===== src/rtl/assert_macros.svh =====
// Assertion helpers shared by the block.
`ifndef ASSERT_MACROS_SVH
`define ASSERT_MACROS_SVH

// Checks that an implication holds at every rising edge outside reset.
`define ASSERT_IMPL(label, clk, rst_n, ante, cons, msg) \
    label: assert property (@(posedge clk) disable iff (!rst_n) (ante) |-> (cons)) \
        else $error(msg);

// Checks that a condition holds in the cycle after a trigger.
`define ASSERT_NEXT(label, clk, rst_n, ante, cons, msg) \
    label: assert property (@(posedge clk) disable iff (!rst_n) (ante) |=> (cons)) \
        else $error(msg);

`endif


===== src/rtl/beg_pkg.sv =====
package beg_pkg;
    localparam logic [1:0] OP_WRITE = 2'd0;
    localparam logic [1:0] OP_TRIG  = 2'd1;
    localparam logic [1:0] OP_TICK  = 2'd2;

    localparam logic [1:0] MODE_CONST = 2'd0;
    localparam logic [1:0] MODE_LIN   = 2'd1;
    localparam logic [1:0] MODE_GEO   = 2'd2;
    localparam logic [1:0] MODE_DEF   = 2'd3;

    localparam logic [1:0] ERR_NONE  = 2'd0;
    localparam logic [1:0] ERR_START = 2'd1;
    localparam logic [1:0] ERR_GEO   = 2'd2;

    localparam logic [0:0] REG_COUNT = 1'd0;
    localparam logic [0:0] REG_MODE  = 1'd1;

    // Commands from the controller to the datapath.
    typedef struct packed {
        logic capture;   // register the input transaction
        logic write_pt;  // write the breakpoint tables
        logic trig;      // start at the requested point
        logic tick;      // count one sample and classify
        logic seek;      // advance one point while behind the count
        logic load;      // load segment at the current point
        logic div_start; // begin the step division
        logic div_step;  // one division iteration
        logic div_done;  // finish the division
        logic advance;   // add step or multiply
        logic result;    // present the result
    } beg_cmd_t;

    typedef struct packed {
        logic [1:0] op;
        logic       idx_ok;     // trigger index within count
        logic       running;
        logic       stop;       // count reached the last time
        logic       boundary;   // count hit the next point
        logic       seek_more;  // another point lies behind the count
        logic       need_div;   // segment is linear with a forward time
        logic       div_last;   // final division iteration
    } beg_sts_t;
endpackage


===== src/rtl/beg_ctrl.sv =====
`include "assert_macros.svh"
module beg_ctrl (
    input  logic              clk,
    input  logic              rst_n,
    input  logic              in_valid,
    output logic              in_ready,
    output logic              out_valid,
    input  logic              out_ready,
    input  beg_pkg::beg_sts_t sts,
    output beg_pkg::beg_cmd_t cmd
);
    import beg_pkg::*;

    localparam logic [2:0] S_IDLE = 3'd0;
    localparam logic [2:0] S_EXEC = 3'd1;
    localparam logic [2:0] S_SEEK = 3'd2;
    localparam logic [2:0] S_LOAD = 3'd3;
    localparam logic [2:0] S_DIV  = 3'd4;
    localparam logic [2:0] S_FIN  = 3'd5;
    localparam logic [2:0] S_OUT  = 3'd6;

    logic [2:0] state_reg, state_next;
    logic       out_valid_reg, out_valid_next;

    // The output register frees the controller: a new transaction may be
    // taken while the previous result waits; the next result waits until then.
    assign in_ready  = (state_reg == S_IDLE);
    assign out_valid = out_valid_reg;

    always_comb
    begin
        state_next     = state_reg;
        out_valid_next = out_valid_reg;
        cmd            = '0;
        if (out_valid_reg && out_ready)
            out_valid_next = 1'b0;
        case (state_reg)
            S_IDLE:
            begin
                if (in_valid && in_ready)
                begin
                    cmd.capture = 1'b1;
                    state_next  = S_EXEC;
                end
            end
            S_EXEC:
            begin
                case (sts.op)
                    OP_WRITE:
                    begin
                        cmd.write_pt = 1'b1;
                        state_next   = S_OUT;
                    end
                    OP_TRIG:
                    begin
                        if (sts.idx_ok)
                        begin
                            cmd.trig   = 1'b1;
                            state_next = S_LOAD;
                        end
                        else
                            state_next = S_OUT;
                    end
                    OP_TICK:
                    begin
                        if (sts.running)
                        begin
                            cmd.tick   = 1'b1;
                            state_next = S_SEEK;
                        end
                        else
                            state_next = S_OUT;
                    end
                    default: state_next = S_OUT;
                endcase
            end
            S_SEEK:
            begin
                if (sts.stop)
                    state_next = S_OUT;
                else if (sts.boundary)
                begin
                    if (sts.seek_more)
                        cmd.seek = 1'b1;
                    else
                        state_next = S_LOAD;
                end
                else
                begin
                    cmd.advance = 1'b1;
                    state_next  = S_OUT;
                end
            end
            S_LOAD:
            begin
                cmd.load = 1'b1;
                if (sts.need_div)
                begin
                    cmd.div_start = 1'b1;
                    state_next    = S_DIV;
                end
                else
                    state_next = S_OUT;
            end
            S_DIV:
            begin
                cmd.div_step = 1'b1;
                if (sts.div_last)
                    state_next = S_FIN;
            end
            S_FIN:
            begin
                cmd.div_done = 1'b1;
                state_next   = S_OUT;
            end
            S_OUT:
            begin
                if (!out_valid_reg || out_ready)
                begin
                    cmd.result     = 1'b1;
                    out_valid_next = 1'b1;
                    state_next     = S_IDLE;
                end
            end
            default: state_next = S_IDLE;
        endcase
    end

    always_ff @(posedge clk or negedge rst_n)
    begin
        if (!rst_n)
        begin
            state_reg     <= S_IDLE;
            out_valid_reg <= 1'b0;
        end
        else
        begin
            state_reg     <= state_next;
            out_valid_reg <= out_valid_next;
        end
    end

    `ASSERT_IMPL(a_ready_idle, clk, rst_n, in_ready, state_reg == S_IDLE,
        "input ready outside idle")
    `ASSERT_NEXT(a_result_valid, clk, rst_n, cmd.result, out_valid_reg,
        "result not presented")
    `ASSERT_IMPL(a_div_in_div, clk, rst_n, cmd.div_step, state_reg == S_DIV,
        "division step outside division state")
endmodule


===== config.mk =====
export PLATFORM = sky130hd
export DESIGN_NAME = beg_ctrl
export DESIGN_NICKNAME = d
export VERILOG_FILES = /design/src/rtl/beg_pkg.sv /design/src/rtl/beg_ctrl.sv
export VERILOG_INCLUDE_DIRS = /design/src /design/src/rtl
export SDC_FILE = /design/constraint.sdc
export NUM_CORES = 1
export LEC_CHECK = 0
export BUFFER_PORTS_ARGS = -buffer_cell sky130_fd_sc_hd__buf_2
export CORE_AREA = 2 2 39 41
export CTS_CLUSTER_DIAMETER = 100
export DETAILED_ROUTE_END_ITERATION = 7
export DIE_AREA = 0 0 41 43
export PLACE_DENSITY_LB_ADDON = 0.25
export SLEW_MARGIN = 20
export SYNTH_ARGS = -nofsm -noshare
export SYNTH_HDL_FRONTEND = slang
export SYNTH_SLANG_ARGS = --single-unit

===== constraint.sdc =====
create_clock -name clk -period 1.4 [get_ports clk]
set_clock_uncertainty 0.05 [all_clocks]
set_input_delay 0.14 -clock clk [delete_from_list [all_inputs] [get_ports clk]]
set_output_delay 0.14 -clock clk [all_outputs]
set_load 0.02 [all_outputs]

## Word-level counts from Yosys, hierarchy flattened

Index checks and enable logic that the tools add are counted.

| storage, ports and cells | value |
|---|---|
| logic and storage cells | 56 |
| flip-flop bits (word level) | 4 |
| output and inout bits | 13 |
| input port bits | 13 |

| operators by class | value |
|---|---|
| eq/ne operators | 12 |
| muxes and demuxes | 35 |
| reduce and logical (&&, ||, !) cells | 7 |

Operator list:

| kind | number |
|---|---|
| $mux 3 | 9 |
| $mux 1 | 22 |
| $pmux 3 s7 | 1 |
| $eq 3x3->1 const B | 3 |
| $eq 3x2->1 const B | 2 |
| $pmux 3 s2 | 1 |
| $mux 2 | 2 |
| $ne 2x2->1 const B | 2 |
| $ne 4x4->1 const B | 1 |
| $reduce_and 4->1 | 1 |
| $eq 3x1->1 const B | 1 |
| $logic_not 3->1 | 1 |
| $eq 2x1->1 const B | 1 |
| $eq 2x2->1 const B | 1 |
| $logic_and 1x1->1 | 2 |
| $logic_not 2->1 | 1 |
| $ne 2x1->1 const B | 1 |
| $logic_not 1->1 | 1 |
| $logic_or 1x1->1 | 1 |

## Logic depth before layout (Yosys ltp)

Gate-level depths: netlist (run 1).

| logic depth | value |
|---|---|
| depth in word-level cells | 4 |
| depth in mapped cells | 5 |
| gate-level depth less buffers | 5 |

## Least setup slack after synthesis (run 1)

Ideal clock, no wire load.

| timing | value |
|---|---|
| kind | reg2out |
| start point | register state_reg[2] |
| end point | output cmd[10] (netlist bit) |
| stages on the path, launching flop included | 4 |
| arrival | 1.366 ns |
| buffers on the path | 1 |
| slack | -0.156 ns |
| required time | 1.210 ns |
| cell sequence | dfrtp_1 buf_6 nor3_1 and2_1 |

RTL lines:

| what | line | source |
|---|---|---|
| start: declaration | beg_ctrl.sv:22 | `logic [2:0] state_reg, state_next;` |
| start signal: assignment | beg_ctrl.sv:138 | `state_reg <= state_next;` |
| end: declaration | beg_ctrl.sv:10 | `output beg_pkg::beg_cmd_t cmd` |

==> results.sh, run 1 <==
export IMPL_use_met1_pct=16.2
export IMPL_dominantRegCellSynth="dfrtp_1"
export IMPL_syn_area_sq_um=409
export IMPL_fillerInstances=120
export IMPL_yosys_area_top_type="dfrtp_1"
export IMPL_num_vias=539
export IMPL_port_buffers=25
export IMPL_grtUsageMet2_pct=27.5
export IMPL_cts_sinks=4
export IMPL_stdcell_area_sq_um=866
export IMPL_critPathLaunchType="flop"
export IMPL_syn_area_per_cell_sq_um=8.35
export IMPL_firstDrtPassIters=4
export IMPL_yosysMostFrequentCell="inv_1"
export IMPL_antenna_found_initial=0
export IMPL_total_leakage_power_nw=0.408
export IMPL_timing_final_ws_setup_ps=-145
export IMPL_grt_usage_pct=16.0
export IMPL_die_h_um=43
export IMPL_worstPathArrival_ps=1360
export IMPL_clk_pin_slew_ps=40
export IMPL_hpwl_um=849
export IMPL_drt_iter0_drc=12
export IMPL_ys_warn_count=0
export IMPL_gp_congestion=0.789
export IMPL_worst_pin_slew_ps=243
export IMPL_synth_edf_count=0
export IMPL_ant_nets=0
export IMPL_synth_fp_nets=65
export IMPL_core_sq_um=1380
export IMPL_rsz0062_at_grt="true"
export IMPL_synth_top_area_share_pct=24.5
export IMPL_max_freq_ghz=0.647
export IMPL_clk_latency_ps=240
export IMPL_min_period_ps=1550
export IMPL_wl_per_cell_um=13.6
export IMPL_maxSlewHeadroom_pct=83.7
export IMPL_ys_async_sr_fraction_pct=100
export IMPL_cts_max_level=1
export IMPL_grtUsageMet3_pct=3.14
export IMPL_setup_viol=10
export IMPL_yosysUniqueCellTypes=27
export IMPL_largest_register_ffs=3
export IMPL_endpoint_kind="primary output"
export IMPL_run_status="complete, but fails checks"
export IMPL_rows=14
export IMPL_area_growth_pct=112
export IMPL_vias_per_cell=5.13
export IMPL_drive_above_1_share_pct=70.8
export IMPL_drc=0
export IMPL_wirelength_um=1430
export IMPL_path_class="reg2out"
export IMPL_grt_overflow=0
export IMPL_syn_inst=49
export IMPL_grt_pass1_wl_um=1860
export IMPL_ys_seq_area_share_pct=24.5
export IMPL_grt_pass1_vias=470
export IMPL_crit_required_ps=1210
export IMPL_finalMaxSlewViolations=0
export IMPL_cts_root_buf="clkbuf_4"
export IMPL_ios=26
export IMPL_vdd_drop_max_v=0.000877
export IMPL_die_area_sq_um=1760
export IMPL_pwr_density_cell_nw_per_um2=1930
export IMPL_synth_commonest_cells="inv_1, dfrtp_1, nand2b_1"
export IMPL_numCtsBuffers=3
export IMPL_nets=107
export IMPL_dpl_cell_area_sq_um=594
export IMPL_start_util_pct=29.6
export IMPL_violations="setup timing"
export IMPL_maxCapViolCount=0
export IMPL_period_share_pct=110
export IMPL_clockBufferDepth=2
export IMPL_dp_cells=94
export IMPL_synth_area_leaders="dfrtp_1, ha_1, nand2b_1"
export IMPL_cts_tree="yes"
export IMPL_grt_max_degree=8
export IMPL_num_antenna_cells=0
export IMPL_cp_max_fo=4
export IMPL_hold_viol=0
export IMPL_worstHoldPathType="in2async"
export IMPL_die_x_um=41
export IMPL_ys_seq_elements=4
export IMPL_top_usage_layer="met2"
export IMPL_layout_cells_non_filler=105
## cells in the final DEF, fill, tap and decap left out, types with 2 or more instances in the layout
master,count
dfrtp_2,3
buf_6,14
nor2_4,2
nand2b_1,3
inv_1,4
buf_2,13
o21ai_0,2
nor3b_2,2
nand2_1,2
clkbuf_4,3
a21oi_1,3
buf_4,10
ha_1,3
and3_4,3
## what timing repair did
action,in CTS,in global routing
resized for setup,20,27
hold buffers,1,0
setup buffers,5,3
gates cloned,0,0
hold endpoints to repair,4,0
pin swaps,4,10
setup endpoints to repair,9,13
## layout make-up
cell class / instances / area (sq um) / area share [%]
well taps: 16 / 20.0 / 2.31
multi-input cells: 37 / 363 / 41.9
inverters: 6 / 28.8 / 3.32
flip-flops and latches: 4 / 104 / 12.0
repair buffers: 39 / 328 / 37.9
clock buffers: 3 / 22.5 / 2.60
## critical path, stage by stage (launching register included)
cell and delay, ps:
dfrtp_2 440, nand2b_4 170, buf_6 140, nor4_2 170, buf_4 200
## per-layer routing
metal	share of wire [%]	vias up
li1	-	255
met1	41	258
met2	53	24
met3	5.2	2
met4	0.70	0
met5	0	-
## power by group
group          total [W]  internal [W]  switching, W  leakage (nW)
clock           0.000146     0.0000960     0.0000495        0.0138
combinational    0.00125      0.000659      0.000591         0.349
sequential      0.000278      0.000182     0.0000958        0.0457
## cell families (layout without fill, tap and decap cells)
group,Yosys count,count (layout),synth area share (%)
buffers and inverters,8,48,9.48
adders and majority gates,3,3,9.18
and+or+nand+nor,24,24,38.5
DFF,4,4,24.5
muxes,1,1,3.67
AOI/OAI and AO/OA,9,9,14.7
## stage by stage
step                power, W  hold WS (ps)  setup slack [ps]  setup TNS, ps  util [%]
floorplan           0.000718          -206              7.81              0         -
global placement    0.000965          -101               109              0      42.9
detailed placement  0.000959          -102              74.1              0      42.9
CTS                  0.00132           149             -96.2           -590      53.2
global route         0.00178           192              -180          -1220      62.6
finish               0.00167           176              -145           -592      62.6
## path summary, 6_finish.rpt
path,cells after the start,slack (ps),from,endpoint
min,2,180,rst_n,out_valid
max reg2reg,4,40,state_reg[2],state_reg[0]
min reg2reg,2,510,out_valid,out_valid
min in group clk,3,180,sts[6],state_reg[0]
max in group asynchronous,2,990,rst_n,state_reg[2]
max,4,-150,state_reg[2],cmd[1]
No activity file was read; power rests on OpenSTA's default activity.
==> run 2, diff against run 1 <==
--- a/config.mk
+++ b/config.mk
@@ -6,6 +6,7 @@
 export SDC_FILE = /design/constraint.sdc
 export NUM_CORES = 1
 export LEC_CHECK = 0
+export ABC_AREA = 1
 export BUFFER_PORTS_ARGS = -buffer_cell sky130_fd_sc_hd__buf_2
 export CORE_AREA = 2 2 39 41
 export CTS_CLUSTER_DIAMETER = 100
==> results.sh, run 2 <==
export IMPL_ys_async_sr_fraction_pct=100
export IMPL_drt_iter0_drc=5
export IMPL_crit_required_ps=1210
export IMPL_grt_overflow=0
export IMPL_finalMaxSlewViolations=0
export IMPL_vdd_drop_max_v=0.000732
export IMPL_clk_pin_slew_ps=40
export IMPL_area_growth_pct=64.9
export IMPL_grt_max_degree=8
export IMPL_vias_per_cell=4.44
export IMPL_die_area_sq_um=1760
export IMPL_period_share_pct=99.1
export IMPL_whs_ps=182
export IMPL_wl_per_cell_um=9.19
export IMPL_run_status="complete, no violations"
export IMPL_die_x_um=41
export IMPL_stdcell_area_sq_um=734
export IMPL_layout_cells_non_filler=122
export IMPL_rsz0062_at_grt="true"
export IMPL_grt_usage_pct=14.0
export IMPL_wirelength_um=1120
export IMPL_clockBufferDepth=2
export IMPL_synth_edf_count=0
export IMPL_drive_above_1_share_pct=50.0
export IMPL_ys_seq_elements=4
export IMPL_firstDrtPassIters=3
export IMPL_die_h_um=43
export IMPL_grt_pass1_vias=439
export IMPL_max_freq_ghz=0.721
export IMPL_drc=0
export IMPL_cts_max_level=1
export IMPL_grt_pass1_wl_um=1650
export IMPL_rr_startpoint="state_reg[1]"
export IMPL_min_period_ps=1390
export IMPL_hold_viol=0
export IMPL_synth_top_area_share_pct=22.5
export IMPL_yosysMostFrequentCell="inv_1"
export IMPL_hp_start="out_ready"
export IMPL_synth_fp_nets=89
export IMPL_yosysUniqueCellTypes=15
export IMPL_ys_seq_area_share_pct=22.5
export IMPL_synth_area_leaders="dfrtp_1, inv_1, nor2_1"
export IMPL_cts_tree="yes"
export IMPL_maxCapViolCount=0
export IMPL_cp_max_fo=7
export IMPL_antenna_found_initial=0
export IMPL_ant_nets=0
export IMPL_syn_inst=73
export IMPL_dpl_cell_area_sq_um=579
export IMPL_num_antenna_cells=0
export IMPL_endpoint_kind="primary output"
export IMPL_worst_pin_slew_ps=208
export IMPL_dp_cells=113
export IMPL_total_leakage_power_nw=0.413
export IMPL_maxSlewHeadroom_pct=86.1
export IMPL_largest_register_ffs=3
export IMPL_core_sq_um=1380
export IMPL_worstHoldPathType="in2reg"
export IMPL_num_vias=542
export IMPL_dominantRegCellSynth="dfrtp_1"
export IMPL_synth_commonest_cells="inv_1, nor2_1, nand2_1"
export IMPL_nets=124
export IMPL_ys_warn_count=0
export IMPL_gp_congestion=0.720
export IMPL_critPathLaunchType="flop"
export IMPL_start_util_pct=32.2
export IMPL_cp_startpoint="state_reg[1]"
export IMPL_path_class="reg2out"
export IMPL_ios=26
export IMPL_cts_root_buf="clkbuf_4"
export IMPL_cts_sinks=4
export IMPL_rows=14
export IMPL_syn_area_per_cell_sq_um=6.10
export IMPL_clk_latency_ps=230
export IMPL_pwr_density_cell_nw_per_um2=1700
export IMPL_layout_common_cells="buf_2, inv_1, nor2_1, nand2_1, buf_4"
export IMPL_hpwl_um=884
export IMPL_numCtsBuffers=3
export IMPL_yosys_area_top_type="dfrtp_1"
export IMPL_layout_commonest_cell="buf_2"
export IMPL_port_buffers=25
export IMPL_setup_viol=0
export IMPL_syn_area_sq_um=445
export IMPL_worstPathArrival_ps=1200
-- run 2: cell types whose count changed after synthesis, moves of 3 or more --
cell / delta
inv_1: +9
nand2_1: +10
nor2_1: +11
nand2b_1: -4
nor2_2: +3
nand3_1: +8
and3_2: -3
-- run 2: cell families after synthesis --
group                      Yosys count  share of synthesized area, %
DFF                                  4                          22.5
adders and majority gates            3                          8.43
AOI/OAI and AO/OA                    5                          6.18
and+or+nand+nor                     43                          46.1
buffers and inverters               18                          16.9
-- run 2: stage by stage --
| step | power, W | TNS (ps) | utilization (%) | setup WS (ps) |
|---|---|---|---|---|
| finish | 0.00125 | 0 | 53.1 | 12.4 |
| detailed placement | 0.000881 | 0 | 41.9 | 120 |
| CTS | 0.00110 | 0 | 46.3 | 3.89 |
| floorplan | 0.000724 | 0 | - | 40.9 |
| global route | 0.00137 | -305 | 53.1 | -66.4 |
| global placement | 0.000873 | 0 | 41.9 | 154 |
-- run 2: worst paths after layout --
check / endpoint / slack (ps) / cells past startpoint
worst max-delay path: cmd[0] / 10 / 4
worst min-delay path: out_valid / 180 / 4
worst max register to register: state_reg[0] / 210 / 7
worst min register to register: out_valid / 540 / 2
max in group asynchronous: state_reg[0] / 970 / 2
min in group asynchronous: state_reg[1] / 200 / 2
-- run 2: area by class of cell --
cell class,count,area [sq um]
inverter,17,68.8
sequential,4,104
multi-input combinational,51,319
clock buffer,3,22.5
fill,145,649
tap,16,20.0
timing repair buffer,31,200
-- run 2: worst max-delay path, stage by stage, from the launching register on --
cell and delay (ps):
dfrtp_2 470, buf_4 150, nand3_2 90, a21oi_2 120
buf_4 150
-- run 2: timing repair --
action	CTS	global route
hold buffers	1	0
gates resized for setup	9	18
pin swaps	1	3
setup endpoints to repair	11	9
buffers inserted	1	4
endpoints found under the hold margin	4	0
gates cloned	0	0
-- run 2: layer usage --
layer | track usage, % | vias up | routed length [um]
met3 | 1.57 | 2 | 62
met1 | 15.6 | 233 | 458
li1 | - | 292 | -
met2 | 22.8 | 15 | 589
met4 | 10.0 | 0 | 10
met5 | 0 | - | 0
-- run 2: report_power, final --
part / switching, W / internal (W) / total [W]
Clock: 0.0000418 / 0.0000955 / 0.000137
Combinational: 0.000466 / 0.000337 / 0.000804
Sequential: 0.000130 / 0.000180 / 0.000311
Total: 0.000639 / 0.000613 / 0.00125
==> run 3, diff against run 2 <==
==> constraint.sdc (replaced) <==
create_clock -name clk -period 1.6 [get_ports clk]
set_clock_uncertainty 0.05 [all_clocks]
set_input_delay 0.16 -clock clk [delete_from_list [all_inputs] [get_ports clk]]
set_output_delay 0.16 -clock clk [all_outputs]
set_load 0.02 [all_outputs]
==> results.sh, run 3 (same netlist as run 2, synthesis figures left out) <==
export IMPL_area_growth_pct=37.6
export IMPL_grt_max_degree=9
export IMPL_core_sq_um=1380
export IMPL_hpwl_um=884
export IMPL_gp_congestion=0.720
export IMPL_drc=0
export IMPL_grt_overflow=0
export IMPL_cts_sinks=4
export IMPL_firstDrtPassIters=2
export IMPL_run_status="complete, no violations"
export IMPL_grtUsageMet3_pct=1.57
export IMPL_vdd_drop_max_v=0.000448
export IMPL_cts_tree="yes"
export IMPL_dp_cells=113
export IMPL_whs_ps=197
export IMPL_antenna_found_initial=0
export IMPL_nets=119
export IMPL_period_share_pct=92.3
export IMPL_numCtsBuffers=3
export IMPL_layout_common_cells="buf_2, inv_1, nor2_1"
export IMPL_fin_setup_tns_ps=0
export IMPL_cts_max_level=1
export IMPL_worstHoldPathType="in2reg"
export IMPL_maxSlewHeadroom_pct=83.8
export IMPL_grt_pass1_wl_um=1580
export IMPL_finalMaxSlewViolations=0
export IMPL_layout_cells_non_filler=117
export IMPL_crit_required_ps=1390
export IMPL_grt_pass1_vias=422
export IMPL_wl_per_cell_um=8.69
export IMPL_ios=26
export IMPL_max_freq_ghz=0.677
export IMPL_hold_viol=0
export IMPL_cts_root_buf="clkbuf_4"
export IMPL_total_leakage_power_nw=0.377
export IMPL_path_class="reg2out"
export IMPL_critPathLaunchType="flop"
export IMPL_port_buffers=25
export IMPL_worstPathArrival_ps=1270
export IMPL_top_usage_layer="met2"
export IMPL_largest_register_ffs=3
export IMPL_drt_iter0_drc=3
export IMPL_pwr_density_cell_nw_per_um2=1440
export IMPL_fillerInstances=158
export IMPL_clockBufferDepth=2
export IMPL_endpoint_kind="primary output"
export IMPL_wirelength_um=1020
export IMPL_cp_max_fo=8
export IMPL_grtUsageMet2_pct=21.9
export IMPL_maxCapViolCount=0
export IMPL_num_antenna_cells=0
export IMPL_die_h_um=43
export IMPL_grt_usage_pct=13.5
export IMPL_r2r_slack_ps=430
export IMPL_start_util_pct=32.2
export IMPL_layout_commonest_cell="buf_2"
export IMPL_min_period_ps=1480
export IMPL_worst_pin_slew_ps=243
export IMPL_die_area_sq_um=1760
export IMPL_clk_latency_ps=230
export IMPL_rows=14
export IMPL_vias_per_cell=4.26
export IMPL_clk_pin_slew_ps=40
export IMPL_ant_nets=0
export IMPL_num_vias=498
export IMPL_setup_viol=0
export IMPL_p_total_w=0.000885
export IMPL_rsz0062_at_grt="false"
export IMPL_use_met1_pct=15.0
export IMPL_post_cts_setup_buffers=0
export IMPL_die_x_um=41
export IMPL_drive_above_1_share_pct=38.6
==> run 3: cell types whose count changed in the layout (fill, tap and decap cells not counted), moves of 2 or more <==
cell | previous run | this run
buf_6 | 2 | 0
buf_2 | 17 | 25
inv_4 | 2 | 0
dfrtp_2 | 3 | 1
nor2_4 | 4 | 1
nor3_1 | 1 | 3
nor3_2 | 2 | 0
nor2_1 | 11 | 13
dfrtp_1 | 1 | 3
buf_4 | 11 | 0
==> run 3: per-layer routing <==
layer / up-vias / part of all wire (%)
li1: 280 / -
met1: 201 / 43
met2: 15 / 49
met3: 2 / 6.8
met4: 0 / 0.98
met5: - / 0
==> run 3: path summary, 6_finish.rpt <==
path,end,start,cells after the start
min in group asynchronous,state_reg[2],rst_n,2
hold / removal,out_valid,out_ready,4
max in group asynchronous,state_reg[1],rst_n,2
setup reg to reg,state_reg[0],state_reg[1],6
hold reg to reg,out_valid,out_valid,2
setup / recovery,cmd[10],state_reg[1],4
==> run 3: final cells by class <==
type,count,area (sq um),share of cell area (%)
multi-input cells,51,270,44.1
repair buffers,26,135,22.0
flip-flops and latches,4,101,16.5
inverters,17,63.8,10.4
clock buffers,3,22.5,3.67
well taps,16,20.0,3.27
==> run 3: power breakdown <==
| part | internal, W | switching [W] | leakage (nW) |
|---|---|---|---|
| sequential | 0.000153 | 0.0000878 | 0.0480 |
| clock | 0.0000836 | 0.0000362 | 0.0138 |
| combinational | 0.000183 | 0.000342 | 0.315 |
| total | 0.000419 | 0.000466 | 0.377 |
==> run 3: worst max-delay path: stages, from the launching register on <==
cell and delay, ps:
dfrtp_2 470, nor2_2 200, inv_2 70, nor3_1 110, buf_2 180
==> run 3: timing repair <==
action,in CTS,in global routing
endpoints found under the setup margin,0,3
hold buffers,1,0
gates resized for setup,0,1
hold endpoints to repair,4,0
==> run 3: per-stage QoR <==
| stage | instance area (sq um) | util, % | worst slack [ps] |
|---|---|---|---|
| finish | 613 | 44.3 | 122 |
| detailed placement | 579 | 41.9 | 300 |
| floorplan | 445 | - | 221 |
| global route | 613 | 44.3 | 3.95 |
| global placement | 579 | 41.9 | 334 |
| CTS | 612 | 44.2 | 44.4 |
